[config.mk]
export PLATFORM = sky130hd
export DESIGN_NAME = block_chain_allocation_table
export DESIGN_NICKNAME = d
export VERILOG_FILES = /design/src/sv/bcat_pkg.sv /design/src/sv/bcat_store.sv /design/src/sv/block_chain_allocation_table.sv
export SDC_FILE = /design/constraint.sdc
export NUM_CORES = 1
export LEC_CHECK = 0
export BUFFER_PORTS_ARGS = -buffer_cell sky130_fd_sc_hd__buf_2
export CAP_MARGIN = 0
export CELL_PAD_IN_SITES_DETAIL_PLACEMENT = 1
export CELL_PAD_IN_SITES_GLOBAL_PLACEMENT = 2
export CORE_MARGIN = 8
export CORE_UTILIZATION = 40
export CTS_CLUSTER_DIAMETER = 200
export DETAILED_ROUTE_END_ITERATION = 12
export PLACE_DENSITY_LB_ADDON = 0.12
export REMOVE_ABC_BUFFERS = 1
export SYNTH_ARGS = -nofsm -noshare
export SYNTH_HDL_FRONTEND = slang
export SYNTH_HIERARCHICAL = 1
export SYNTH_SLANG_ARGS = --single-unit
[constraint.sdc]
create_clock -name clock -period 5.9 [get_ports clock]
set_input_delay 0.59 -clock clock [delete_from_list [all_inputs] [get_ports clock]]
set_output_delay 0.59 -clock clock [all_outputs]
set_load 0.01 [all_outputs]
[src/sv/bcat_pkg.sv]
// Shared constants for the block chain allocation table.
package bcat_pkg;

   localparam int BLK_W      = 6;
   localparam int ENTRY_W    = 8;
   localparam int ACT_W      = 7;
   localparam int BPB_W      = 11;
   localparam int ADDR_W     = 16;
   localparam int FREED_W    = 7;
   localparam int STATUS_W   = 2;
   localparam int KIND_W     = 2;
   localparam int CSR_IDX_W  = 1;
   localparam int CSR_DATA_W = 11;

   // table entry codes; anything below ENT_ALLOC is a link
   localparam logic [ENTRY_W-1:0] ENT_FREE  = 8'hFF;
   localparam logic [ENTRY_W-1:0] ENT_EOF   = 8'hFE;
   localparam logic [ENTRY_W-1:0] ENT_ALLOC = 8'hFD;

   localparam logic [KIND_W-1:0] OP_APPEND = 2'd0;
   localparam logic [KIND_W-1:0] OP_CLOSE  = 2'd1;
   localparam logic [KIND_W-1:0] OP_FOLLOW = 2'd2;
   localparam logic [KIND_W-1:0] OP_DELETE = 2'd3;

   localparam logic [STATUS_W-1:0] ST_OK      = 2'd0;
   localparam logic [STATUS_W-1:0] ST_NO_FREE = 2'd1;
   localparam logic [STATUS_W-1:0] ST_BAD     = 2'd2;

   localparam logic [CSR_IDX_W-1:0] CSR_ACTIVE_BLOCKS   = 1'b0;
   localparam logic [CSR_IDX_W-1:0] CSR_BYTES_PER_BLOCK = 1'b1;

   localparam logic [ACT_W-1:0] ACTIVE_RESET = 7'd40;
   localparam logic [BPB_W-1:0] BPB_RESET    = 11'd1;

endpackage

[src/sv/bcat_store.sv]
// Table entry memory: one write and one registered read port, per-entry valid bits.
module bcat_store
   import bcat_pkg::*;
#(
   parameter int DEPTH = 64
)
(
   input  logic                       clock,
   input  logic                       reset,
   input  logic [$clog2(DEPTH)-1:0]   rd_addr,
   output logic [ENTRY_W-1:0]         rd_data,
   input  logic                       wr_en,
   input  logic [$clog2(DEPTH)-1:0]   wr_addr,
   input  logic [ENTRY_W-1:0]         wr_data
);

   logic [ENTRY_W-1:0] mem [DEPTH];
   logic [DEPTH-1:0]   valid_ff;
   logic [ENTRY_W-1:0] rd_data_ff;
   logic               rd_valid_ff;

   // old data on a read of the entry being written
   always_ff @(posedge clock) begin
      if (wr_en) begin
         mem[wr_addr] <= wr_data;
      end
      rd_data_ff <= mem[rd_addr];
   end

   always_ff @(posedge clock) begin
      if (reset) begin
         valid_ff    <= '0;
         rd_valid_ff <= 1'b0;
      end else begin
         rd_valid_ff <= valid_ff[rd_addr];
         if (wr_en) begin
            valid_ff[wr_addr] <= 1'b1;
         end
      end
   end

   // never-written entries read as free
   assign rd_data = rd_valid_ff ? rd_data_ff : ENT_FREE;

endmodule

[src/sv/block_chain_allocation_table.sv]
// Block chain allocation table: top level with sequencer and result registers.
//
// Commands are taken on start while busy is low: req_kind selects append,
// close, follow or delete; req_start_new and req_block qualify it. Each
// command gives one result word, shown for one cycle with rsp_strobe high;
// the receiver cannot stall and must take it then. A new command may be
// issued in the cycle the strobe is shown.
// The table sits in a single-port-write, registered-read memory walked by
// the sequencer one entry a cycle:
//   close and any rejected command: go straight to the finish state;
//   follow: reads the given entry, then finishes;
//   append: scans the first n blocks for the lowest free one, then marks it
//     allocated and links it to the open tail unless a new file is started;
//   delete: frees each block of the chain in turn until it meets a free
//     entry or a code, a link outside the first n blocks, or n blocks freed.
// n is the lesser of active_blocks and TABLE_DEPTH. One command is in
// flight at a time; busy stays high until its result is strobed.
// The csr_ port writes active_blocks or bytes_per_block, as csr_index
// selects, at once; write it only while busy is low. Reset is synchronous:
// all entries read as free at once (per-entry valid bits), no file is open
// and the registers return to 40 and 1.
module block_chain_allocation_table
   import bcat_pkg::*;
#(
   parameter int TABLE_DEPTH = 64
)
(
   input  logic                  clock,
   input  logic                  reset,
   input  logic                  start,
   output logic                  busy,
   input  logic [KIND_W-1:0]     req_kind,
   input  logic                  req_start_new,
   input  logic [BLK_W-1:0]      req_block,
   output logic                  rsp_strobe,
   output logic [STATUS_W-1:0]   rsp_status,
   output logic [BLK_W-1:0]      rsp_block_index,
   output logic [ADDR_W-1:0]     rsp_byte_address,
   output logic                  rsp_at_end,
   output logic [FREED_W-1:0]    rsp_freed_count,
   input  logic                  csr_wr_en,
   input  logic [CSR_IDX_W-1:0]  csr_index,
   input  logic [CSR_DATA_W-1:0] csr_wdata
);

   localparam int IDX_W  = $clog2(TABLE_DEPTH);
   localparam int CNT_W  = $clog2(TABLE_DEPTH + 1);
   localparam int NW     = (CNT_W > ENTRY_W) ? CNT_W : ENTRY_W;
   localparam int PROD_W = ENTRY_W + BPB_W;

   typedef enum logic [6:0] {
      S_IDLE   = 7'b0000001,
      S_SCAN   = 7'b0000010,
      S_ALLOC  = 7'b0000100,
      S_LINK   = 7'b0001000,
      S_FOLLOW = 7'b0010000,
      S_DELETE = 7'b0100000,
      S_FIN    = 7'b1000000
   } state_type;

   state_type            state_ff, state_in;
   logic [ACT_W-1:0]     active_ff, active_in;
   logic [BPB_W-1:0]     bpb_ff, bpb_in;
   logic [BLK_W-1:0]     tail_ff, tail_in;
   logic                 open_ff, open_in;
   logic                 start_new_ff, start_new_in;
   logic [CNT_W-1:0]     scan_ff, scan_in;
   logic [IDX_W-1:0]     chk_idx_ff, chk_idx_in;
   logic                 chk_vld_ff, chk_vld_in;
   logic [IDX_W-1:0]     found_ff, found_in;
   logic [IDX_W-1:0]     cur_ff, cur_in;
   logic                 fwd_ff, fwd_in;
   logic [CNT_W-1:0]     freed_ff, freed_in;
   logic [ENTRY_W-1:0]   mul_op_ff, mul_op_in;

   logic                 rsp_strobe_ff, rsp_strobe_in;
   logic [STATUS_W-1:0]  rsp_status_ff, rsp_status_in;
   logic [BLK_W-1:0]     rsp_block_index_ff, rsp_block_index_in;
   logic [ADDR_W-1:0]    rsp_byte_address_ff, rsp_byte_address_in;
   logic                 rsp_at_end_ff, rsp_at_end_in;
   logic [FREED_W-1:0]   rsp_freed_count_ff, rsp_freed_count_in;

   logic [IDX_W-1:0]     rd_addr;
   logic [ENTRY_W-1:0]   rd_data;
   logic                 wr_en;
   logic [IDX_W-1:0]     wr_addr;
   logic [ENTRY_W-1:0]   wr_data;

   logic [NW-1:0]        n_val;
   logic                 tail_ok;
   logic                 blk_ok;
   logic                 scan_issue;
   logic [ENTRY_W-1:0]   ent;
   logic [CNT_W-1:0]     freed_inc;
   logic [PROD_W-1:0]    prod;

   bcat_store #(
      .DEPTH (TABLE_DEPTH)
   ) u_store (
      .clock   (clock),
      .reset   (reset),
      .rd_addr (rd_addr),
      .rd_data (rd_data),
      .wr_en   (wr_en),
      .wr_addr (wr_addr),
      .wr_data (wr_data)
   );

   assign n_val = (NW'(active_ff) < NW'(TABLE_DEPTH)) ? NW'(active_ff) : NW'(TABLE_DEPTH);
   assign tail_ok    = open_ff && (NW'(tail_ff) < n_val);
   assign blk_ok     = NW'(req_block) < n_val;
   assign scan_issue = NW'(scan_ff) < n_val;
   // the entry read last cycle may have been freed in that same cycle
   assign ent        = fwd_ff ? ENT_FREE : rd_data;
   assign freed_inc  = freed_ff + CNT_W'(1);
   assign prod       = PROD_W'(mul_op_ff) * PROD_W'(bpb_ff);

   always_comb begin
      state_in            = state_ff;
      active_in           = active_ff;
      bpb_in              = bpb_ff;
      tail_in             = tail_ff;
      open_in             = open_ff;
      start_new_in        = start_new_ff;
      scan_in             = scan_ff;
      chk_idx_in          = chk_idx_ff;
      chk_vld_in          = chk_vld_ff;
      found_in            = found_ff;
      cur_in              = cur_ff;
      fwd_in              = fwd_ff;
      freed_in            = freed_ff;
      mul_op_in           = mul_op_ff;
      rsp_strobe_in       = 1'b0;
      rsp_status_in       = rsp_status_ff;
      rsp_block_index_in  = rsp_block_index_ff;
      rsp_byte_address_in = rsp_byte_address_ff;
      rsp_at_end_in       = rsp_at_end_ff;
      rsp_freed_count_in  = rsp_freed_count_ff;
      rd_addr             = IDX_W'(req_block);
      wr_en               = 1'b0;
      wr_addr             = cur_ff;
      wr_data             = ENT_FREE;

      if (csr_wr_en) begin
         case (csr_index)
            CSR_ACTIVE_BLOCKS:   active_in = csr_wdata[ACT_W-1:0];
            CSR_BYTES_PER_BLOCK: bpb_in    = csr_wdata[BPB_W-1:0];
         endcase
      end

      unique case (state_ff)
         S_IDLE: begin
            if (start) begin
               rsp_status_in      = ST_OK;
               rsp_block_index_in = '0;
               rsp_at_end_in      = 1'b0;
               rsp_freed_count_in = '0;
               mul_op_in          = '0;
               start_new_in       = req_start_new;
               cur_in             = IDX_W'(req_block);
               fwd_in             = 1'b0;
               freed_in           = '0;
               scan_in            = '0;
               chk_vld_in         = 1'b0;
               state_in           = S_FIN;
               case (req_kind)
                  OP_APPEND: begin
                     if (!req_start_new && !tail_ok) begin
                        rsp_status_in = ST_BAD;
                     end else begin
                        state_in = S_SCAN;
                     end
                  end
                  OP_CLOSE: begin
                     if (!tail_ok) begin
                        rsp_status_in = ST_BAD;
                     end else begin
                        wr_en              = 1'b1;
                        wr_addr            = IDX_W'(tail_ff);
                        wr_data            = ENT_EOF;
                        open_in            = 1'b0;
                        rsp_block_index_in = tail_ff;
                        mul_op_in          = ENTRY_W'(tail_ff);
                     end
                  end
                  OP_FOLLOW: begin
                     if (!blk_ok) begin
                        rsp_status_in = ST_BAD;
                     end else begin
                        state_in = S_FOLLOW;
                     end
                  end
                  OP_DELETE: begin
                     if (!blk_ok) begin
                        rsp_status_in = ST_BAD;
                     end else begin
                        state_in = S_DELETE;
                     end
                  end
               endcase
            end
         end
         S_SCAN: begin
            // one read issued and one compared each cycle
            rd_addr = IDX_W'(scan_ff);
            if (chk_vld_ff && (rd_data == ENT_FREE)) begin
               found_in = chk_idx_ff;
               state_in = S_ALLOC;
            end else if (!chk_vld_ff && !scan_issue) begin
               rsp_status_in = ST_NO_FREE;
               state_in      = S_FIN;
            end else begin
               chk_vld_in = scan_issue;
               chk_idx_in = IDX_W'(scan_ff);
               if (scan_issue) begin
                  scan_in = scan_ff + CNT_W'(1);
               end
            end
         end
         S_ALLOC: begin
            wr_en    = 1'b1;
            wr_addr  = found_ff;
            wr_data  = ENT_ALLOC;
            state_in = S_LINK;
         end
         S_LINK: begin
            if (!start_new_ff) begin
               wr_en   = 1'b1;
               wr_addr = IDX_W'(tail_ff);
               wr_data = ENTRY_W'(found_ff);
            end
            tail_in            = BLK_W'(found_ff);
            open_in            = 1'b1;
            rsp_block_index_in = BLK_W'(found_ff);
            mul_op_in          = ENTRY_W'(found_ff);
            state_in           = S_FIN;
         end
         S_FOLLOW: begin
            if (rd_data == ENT_EOF) begin
               rsp_at_end_in = 1'b1;
            end else if (rd_data < ENT_ALLOC) begin
               rsp_block_index_in = rd_data[BLK_W-1:0];
               mul_op_in          = ENTRY_W'(rd_data[BLK_W-1:0]);
            end
            state_in = S_FIN;
         end
         S_DELETE: begin
            if (ent == ENT_FREE) begin
               rsp_freed_count_in = FREED_W'(freed_ff);
               state_in           = S_FIN;
            end else begin
               wr_en    = 1'b1;
               wr_addr  = cur_ff;
               wr_data  = ENT_FREE;
               freed_in = freed_inc;
               if (open_ff && (NW'(cur_ff) == NW'(tail_ff))) begin
                  open_in = 1'b0;
               end
               // walk ends at a code, a link outside the used range, or n steps
               if ((ent >= ENT_ALLOC) || (NW'(ent) >= n_val) || (NW'(freed_inc) == n_val)) begin
                  rsp_freed_count_in = FREED_W'(freed_inc);
                  state_in           = S_FIN;
               end else begin
                  cur_in  = IDX_W'(ent);
                  rd_addr = IDX_W'(ent);
                  fwd_in  = (IDX_W'(ent) == cur_ff);
               end
            end
         end
         S_FIN: begin
            rsp_byte_address_in = prod[ADDR_W-1:0];
            rsp_strobe_in       = 1'b1;
            state_in            = S_IDLE;
         end
         default: begin
            state_in = S_IDLE;
         end
      endcase
   end

   always_ff @(posedge clock) begin
      if (reset) begin
         state_ff      <= S_IDLE;
         active_ff     <= ACTIVE_RESET;
         bpb_ff        <= BPB_RESET;
         tail_ff       <= '0;
         open_ff       <= 1'b0;
         rsp_strobe_ff <= 1'b0;
      end else begin
         state_ff      <= state_in;
         active_ff     <= active_in;
         bpb_ff        <= bpb_in;
         tail_ff       <= tail_in;
         open_ff       <= open_in;
         rsp_strobe_ff <= rsp_strobe_in;
      end
   end

   always_ff @(posedge clock) begin
      start_new_ff        <= start_new_in;
      scan_ff             <= scan_in;
      chk_idx_ff          <= chk_idx_in;
      chk_vld_ff          <= chk_vld_in;
      found_ff            <= found_in;
      cur_ff              <= cur_in;
      fwd_ff              <= fwd_in;
      freed_ff            <= freed_in;
      mul_op_ff           <= mul_op_in;
      rsp_status_ff       <= rsp_status_in;
      rsp_block_index_ff  <= rsp_block_index_in;
      rsp_byte_address_ff <= rsp_byte_address_in;
      rsp_at_end_ff       <= rsp_at_end_in;
      rsp_freed_count_ff  <= rsp_freed_count_in;
   end

   assign busy             = (state_ff != S_IDLE);
   assign rsp_strobe       = rsp_strobe_ff;
   assign rsp_status       = rsp_status_ff;
   assign rsp_block_index  = rsp_block_index_ff;
   assign rsp_byte_address = rsp_byte_address_ff;
   assign rsp_at_end       = rsp_at_end_ff;
   assign rsp_freed_count  = rsp_freed_count_ff;

   a_accept_busy: assert property (@(posedge clock) disable iff (reset)
      (start && !busy) |=> busy)
      else $error("accepted word did not raise busy");

   a_strobe_single: assert property (@(posedge clock) disable iff (reset)
      rsp_strobe |=> !rsp_strobe)
      else $error("result strobe held for more than one cycle");

   a_strobe_after_busy: assert property (@(posedge clock) disable iff (reset)
      rsp_strobe |-> ($past(busy) && !busy))
      else $error("result strobe without a finishing command");

   a_status_code: assert property (@(posedge clock) disable iff (reset)
      rsp_strobe |-> ((rsp_status == ST_OK) || (rsp_status == ST_NO_FREE) ||
                      (rsp_status == ST_BAD)))
      else $error("undefined status code");

   a_error_clean: assert property (@(posedge clock) disable iff (reset)
      (rsp_strobe && (rsp_status != ST_OK)) |->
         ((rsp_block_index == '0) && (rsp_byte_address == '0) &&
          !rsp_at_end && (rsp_freed_count == '0)))
      else $error("failed command returned non-zero fields");

endmodule

==> flow_results.org <==
** CTS
- Post-CTS timing repair inserted 0 buffers for setup.
- Buffers inserted during clock tree synthesis total 78.
- Clock insertion delay at the later pin of the skew report :: 0.63 ns
- Hold buffer count at CTS :: 0
- Clock-pin slew on the worst setup and hold paths :: 0.06 ns
- The clock net in this run drives a total of between 600 and 700 sinks.
- TritonCTS built the clock tree.
- Root buffer cell :: sky130_fd_sc_hd__clkbuf_16
- CTS-repair resized insts :: 0
- In this run the number of H-tree levels came out at 3.
- The longest clock path from root to sink contains 3 buffers.

** Power
- Summed over all nets, the switching power comes to ~2700 uW.
- Post-layout total power :: ~11000 uW
- Part of the total power dissipated in the clock network :: between 40% and 50%
- In this run switching power makes up around a quarter of total power.
- Areal power density over the cells :: ~320 mW/mm2
- Sequential cells burn 49.3% of the power.
- The internal portion of the total power is approximately 8400 uW.
- Peak supply drop :: roughly 0.24 mV
- Leakage power :: about 0.010 uW
- Combinational cells account for ~8.4% of the total power.

** Route
- Average via count per standard cell :: about 5.5
- The routed design has between 80000 and 90000 um of wire.
- In the routed design, unresolved DRC markers number 0.
- After detailed routing, the average wire length per cell comes to about 26 um.
- Number of nets with antenna violations after routing :: 0
- The routed layout has between 15000 and 20000 vias.
- The pre-antenna-repair detailed-routing pass consisted of 6 iterations.
- 1st-iter DRT viols :: roughly 1200

** Floorplanning
- Die W :: ~290 um
- The initial utilization of the core area, before any placement, comes to slightly above 40%.
- Die outline area :: 0.08405 mm2
- Core outline area :: 0.07432 mm2
- DIE HEIGHT :: between 200 and 300 um
- Row generation in the floorplan step produced 100 rows.
- just under 60 I/O pins were placed.

** Yosys
- Area leader, netlist :: sky130_fd_sc_hd__edfxtp_1
- The share of synthesized area in the top cell type comes to 57.93%.
- Count of mapped cells out of synthesis :: 1960
- Mean post-synth cell area :: 15.31 um2
- Number of synthesized register bits :: slightly below 700
- After synthesis, flip-flops and latches occupy approximately two thirds of the total area.
- By area the synthesized netlist is led by sky130_fd_sc_hd__edfxtp_1, sky130_fd_sc_hd__mux4_2, sky130_fd_sc_hd__dfxtp_1.
- Number of warning messages in the yosys log :: 6
- Of all flip-flops after synthesis, the portion carrying an async set or reset was 0%.
- After synthesis, the netlist uses about 80 different library cells.
- In the synthesized netlist the dominant register cell turns out to be sky130_fd_sc_hd__edfxtp_1.
- Yosys instantiated no cell more often than sky130_fd_sc_hd__edfxtp_1.
- Most numerous cell types in the synthesized netlist :: sky130_fd_sc_hd__edfxtp_1, sky130_fd_sc_hd__nor2_1, sky130_fd_sc_hd__mux4_2
- Netlist area before placement :: between 0.03 and 0.04 mm2
- In this run, synthesis inferred around 580 flip-flops with an integrated enable.

** Timing
- Fin crit period :: ~5.4 ns
- Fin worst setup slack :: approximately 0.5 ns
- Setup repair after global routing left no endpoint under its margin.
- In this run the tightest slew margin relative to its limit is between 20% and 30%.
- Derived from the worst setup path, the maximum achievable clock frequency is around 190 MHz.
- Final setup viols :: 0
- The number of pins exceeding their max-slew limit in the final report came to 0.
- Final worst path period share :: around nine tenths
- At the pin with the least slew margin, the transition time is about 1.1 ns.
- Worst clock skew on the final layout :: roughly 0.024 ns
- The hold violation count in the final report came to 0.

** Min path
- The tightest min-delay check is of the in -> reg type.

** Global routing
- After global routing the overflow that remains totals 0.
- Total Routing Usage GR :: about a fifth
- Pin count of the biggest net entering global routing :: 84
- Initial antenna violation count :: 2
- Wire length of the first global-routing pass :: 124200 um
- Number of global-route vias before repair :: 18480

** Layout
- In the final design database the tool counted 2230 nets.
- The filler cells instantiated in the layout total 7234.
- The sequential cells in the finished layout cover a total of around 0.020 mm2.
- Final core utilization :: 46.32%
- Area grow syn2layout :: 14.71%
- Share of layout cells above drive strength 1 :: 21.18%
- Summing all multi-input logic gate instances after layout gives between 0.009 and 0.01 mm2.

** Worst setup path
- In this design, the largest share of critical-path delay is due to compound AO/OA/AOI/OAI gates.
- Kind of start point of the critical path :: register
- Buffers plus inverters on the worst setup path :: 3
- In this run the worst path has a maximum fanout of 45.
- Data arrives at the worst endpoint at just under 6 ns.
- Cells traversed along the worst timing path :: nand2b_1 > nor2_1 > inv_1 > ha_1 > a21o_1 > a2111oi_0 > nand3_1 > o31ai_1 > a21o_4 > buf_12 > buf_12 > mux4_2 > o22a_1 > o21ai_0 > o31ai_1
- In this design, the stage delay of the slowest critical-path cell is around 0.6 ns.
- Setup crit end kind :: register
- Required @ worst endpoint :: 6.37 ns
- Category of the most critical setup path :: reg -> reg
- Crit-path slowest cell :: sky130_fd_sc_hd__o21ai_0

** Job
- The tool flagged a number of max-cap violations equal to 0.

** Place
- Input and output buffers added on the ports amount to between 50 and 60.
- Worst slack at placement :: just under 0.6 ns
- Summed over all nets, the half-perimeter wirelength after detailed placement is approximately 56000 um.
- The congestion estimate from routability-driven global placement came to 0.8268.

** Outcome
- Status :: completed
worst paths after layout:
kind / startpoint / to / slack, ns / cells after the start
hold reg to reg: chk_idx_ff[3] / found_ff[3] / 0.43 / 0
setup / recovery: u_store/rd_valid_ff / u_store/rd_data_ff[0] / 0.50 / 15
hold / removal: req_kind[0] / state_ff[4] / 0.17 / 2
setup reg to reg: u_store/rd_valid_ff / u_store/rd_data_ff[0] / 0.50 / 15
through the flow:
| step | area, um2 | hold WS [ns] | TNS, ns | cells |
|---|---|---|---|---|
| after floorplan | 29550 | 0.4003 | -21.41 | 1867 |
| after global placement | 31950 | 0.4064 | 0 | 2998 |
| after detailed placement | 31950 | 0.4126 | 0 | 2998 |
| after CTS | 34420 | 0.1301 | 0 | 3141 |
| after global routing | 34420 | 0.1660 | 0 | 3141 |
| final | 34430 | 0.1711 | 0 | 3142 |
cell families (layout without fill, tap and decap cells):
kind of cell,after synthesis,count (layout),share of synthesized area (%)
flip-flops,685,685,65.00
AND/OR/NAND/NOR,559,559,8.967
AO/OA/AOI/OAI,216,216,4.999
buffers and inverters,181,393,2.656
multiplexers,178,178,12.11
adder cells (fa/ha/maj),96,96,4.903
XOR/XNOR,45,45,1.359
other,0,1,0
placed cells by master (no fill, tap or decap), types with 8 or more instances in the layout:
| cell | instances |
|---|---|
| sky130_fd_sc_hd__dfxtp_1 | 106 |
| sky130_fd_sc_hd__a221oi_1 | 8 |
| sky130_fd_sc_hd__o21ai_1 | 9 |
| sky130_fd_sc_hd__ha_1 | 60 |
| sky130_fd_sc_hd__a31oi_1 | 11 |
| sky130_fd_sc_hd__o22ai_1 | 10 |
| sky130_fd_sc_hd__a21o_1 | 11 |
| sky130_fd_sc_hd__xnor2_1 | 27 |
| sky130_fd_sc_hd__nor4_1 | 8 |
| sky130_fd_sc_hd__buf_2 | 57 |
| sky130_fd_sc_hd__or2_2 | 8 |
| sky130_fd_sc_hd__edfxtp_1 | 579 |
| sky130_fd_sc_hd__o21ai_0 | 29 |
| sky130_fd_sc_hd__clkbuf_1 | 24 |
| sky130_fd_sc_hd__nand3_1 | 18 |
| sky130_fd_sc_hd__buf_4 | 98 |
| sky130_fd_sc_hd__mux4_2 | 148 |
| sky130_fd_sc_hd__a222oi_1 | 8 |
| sky130_fd_sc_hd__nand2_1 | 116 |
| sky130_fd_sc_hd__nand2b_1 | 22 |
| sky130_fd_sc_hd__nor2_1 | 234 |
| sky130_fd_sc_hd__o21ba_2 | 10 |
| sky130_fd_sc_hd__clkinv_1 | 13 |
| sky130_fd_sc_hd__inv_1 | 87 |
| sky130_fd_sc_hd__nor3_1 | 20 |
| sky130_fd_sc_hd__a21oi_1 | 46 |
| sky130_fd_sc_hd__clkbuf_16 | 80 |
| sky130_fd_sc_hd__fa_1 | 36 |
| sky130_fd_sc_hd__a211oi_1 | 9 |
| sky130_fd_sc_hd__mux2i_1 | 28 |
| sky130_fd_sc_hd__and2_1 | 63 |
| sky130_fd_sc_hd__nand3b_1 | 9 |
| sky130_fd_sc_hd__o31ai_1 | 11 |
| sky130_fd_sc_hd__nor2b_1 | 20 |
| sky130_fd_sc_hd__xor2_1 | 17 |
final cells by class:
type	count	area share [%]
inverters	88	0.9595
multi-input cells	1094	28.29
diodes	1	0.007269
well taps	969	3.522
clock buffers	109	6.277
repair buffers	162	3.373
clock inverters	34	0.9086
flip-flops and latches	685	56.67
power groups by stage:
| stage | Clock [uW] | Combinational, uW | Sequential, uW |
|---|---|---|---|
| 5_1_grt | 4960 | 1030 | 5450 |
| 6_report | 4680 | 931 | 5440 |
| 3_5_place_dp | 0 | 942 | 5550 |
| 3_3_place_gp | 0 | 927 | 5550 |
| 2_1_floorplan | 0 | 597 | 5520 |
| 4_1_cts | 4810 | 950 | 5450 |
state kept, by name, summed over array words and instances (netlist names):
register and flops:
rsp_strobe 1, u_store/rd_valid_ff 1, freed_ff 7, rsp_status 2, open_ff 1, cur_ff 6, u_store/mem 512, mul_op_ff 6
scan_ff 7, bpb_ff 11, chk_vld_ff 1, u_store/rd_data_ff 8, chk_idx_ff 6, active_ff 7, u_store/valid_ff 64, start_new_ff 1
rsp_byte_address 16, found_ff 6, state_ff 7, tail_ff 6, rsp_freed_count 7, fwd_ff 1, rsp_at_end 1
metal layers:
layer  global-route usage (%)  part of all wire (%)  vias up
li1                         -                     -     7710
met1                    25.61                    43     9092
met2                    32.32                    49      404
met3                    3.589                   4.8      140
met4                    6.678                   3.3        2
met5                        0                 0.018        -
No activity file was read; power rests on OpenSTA's default activity.
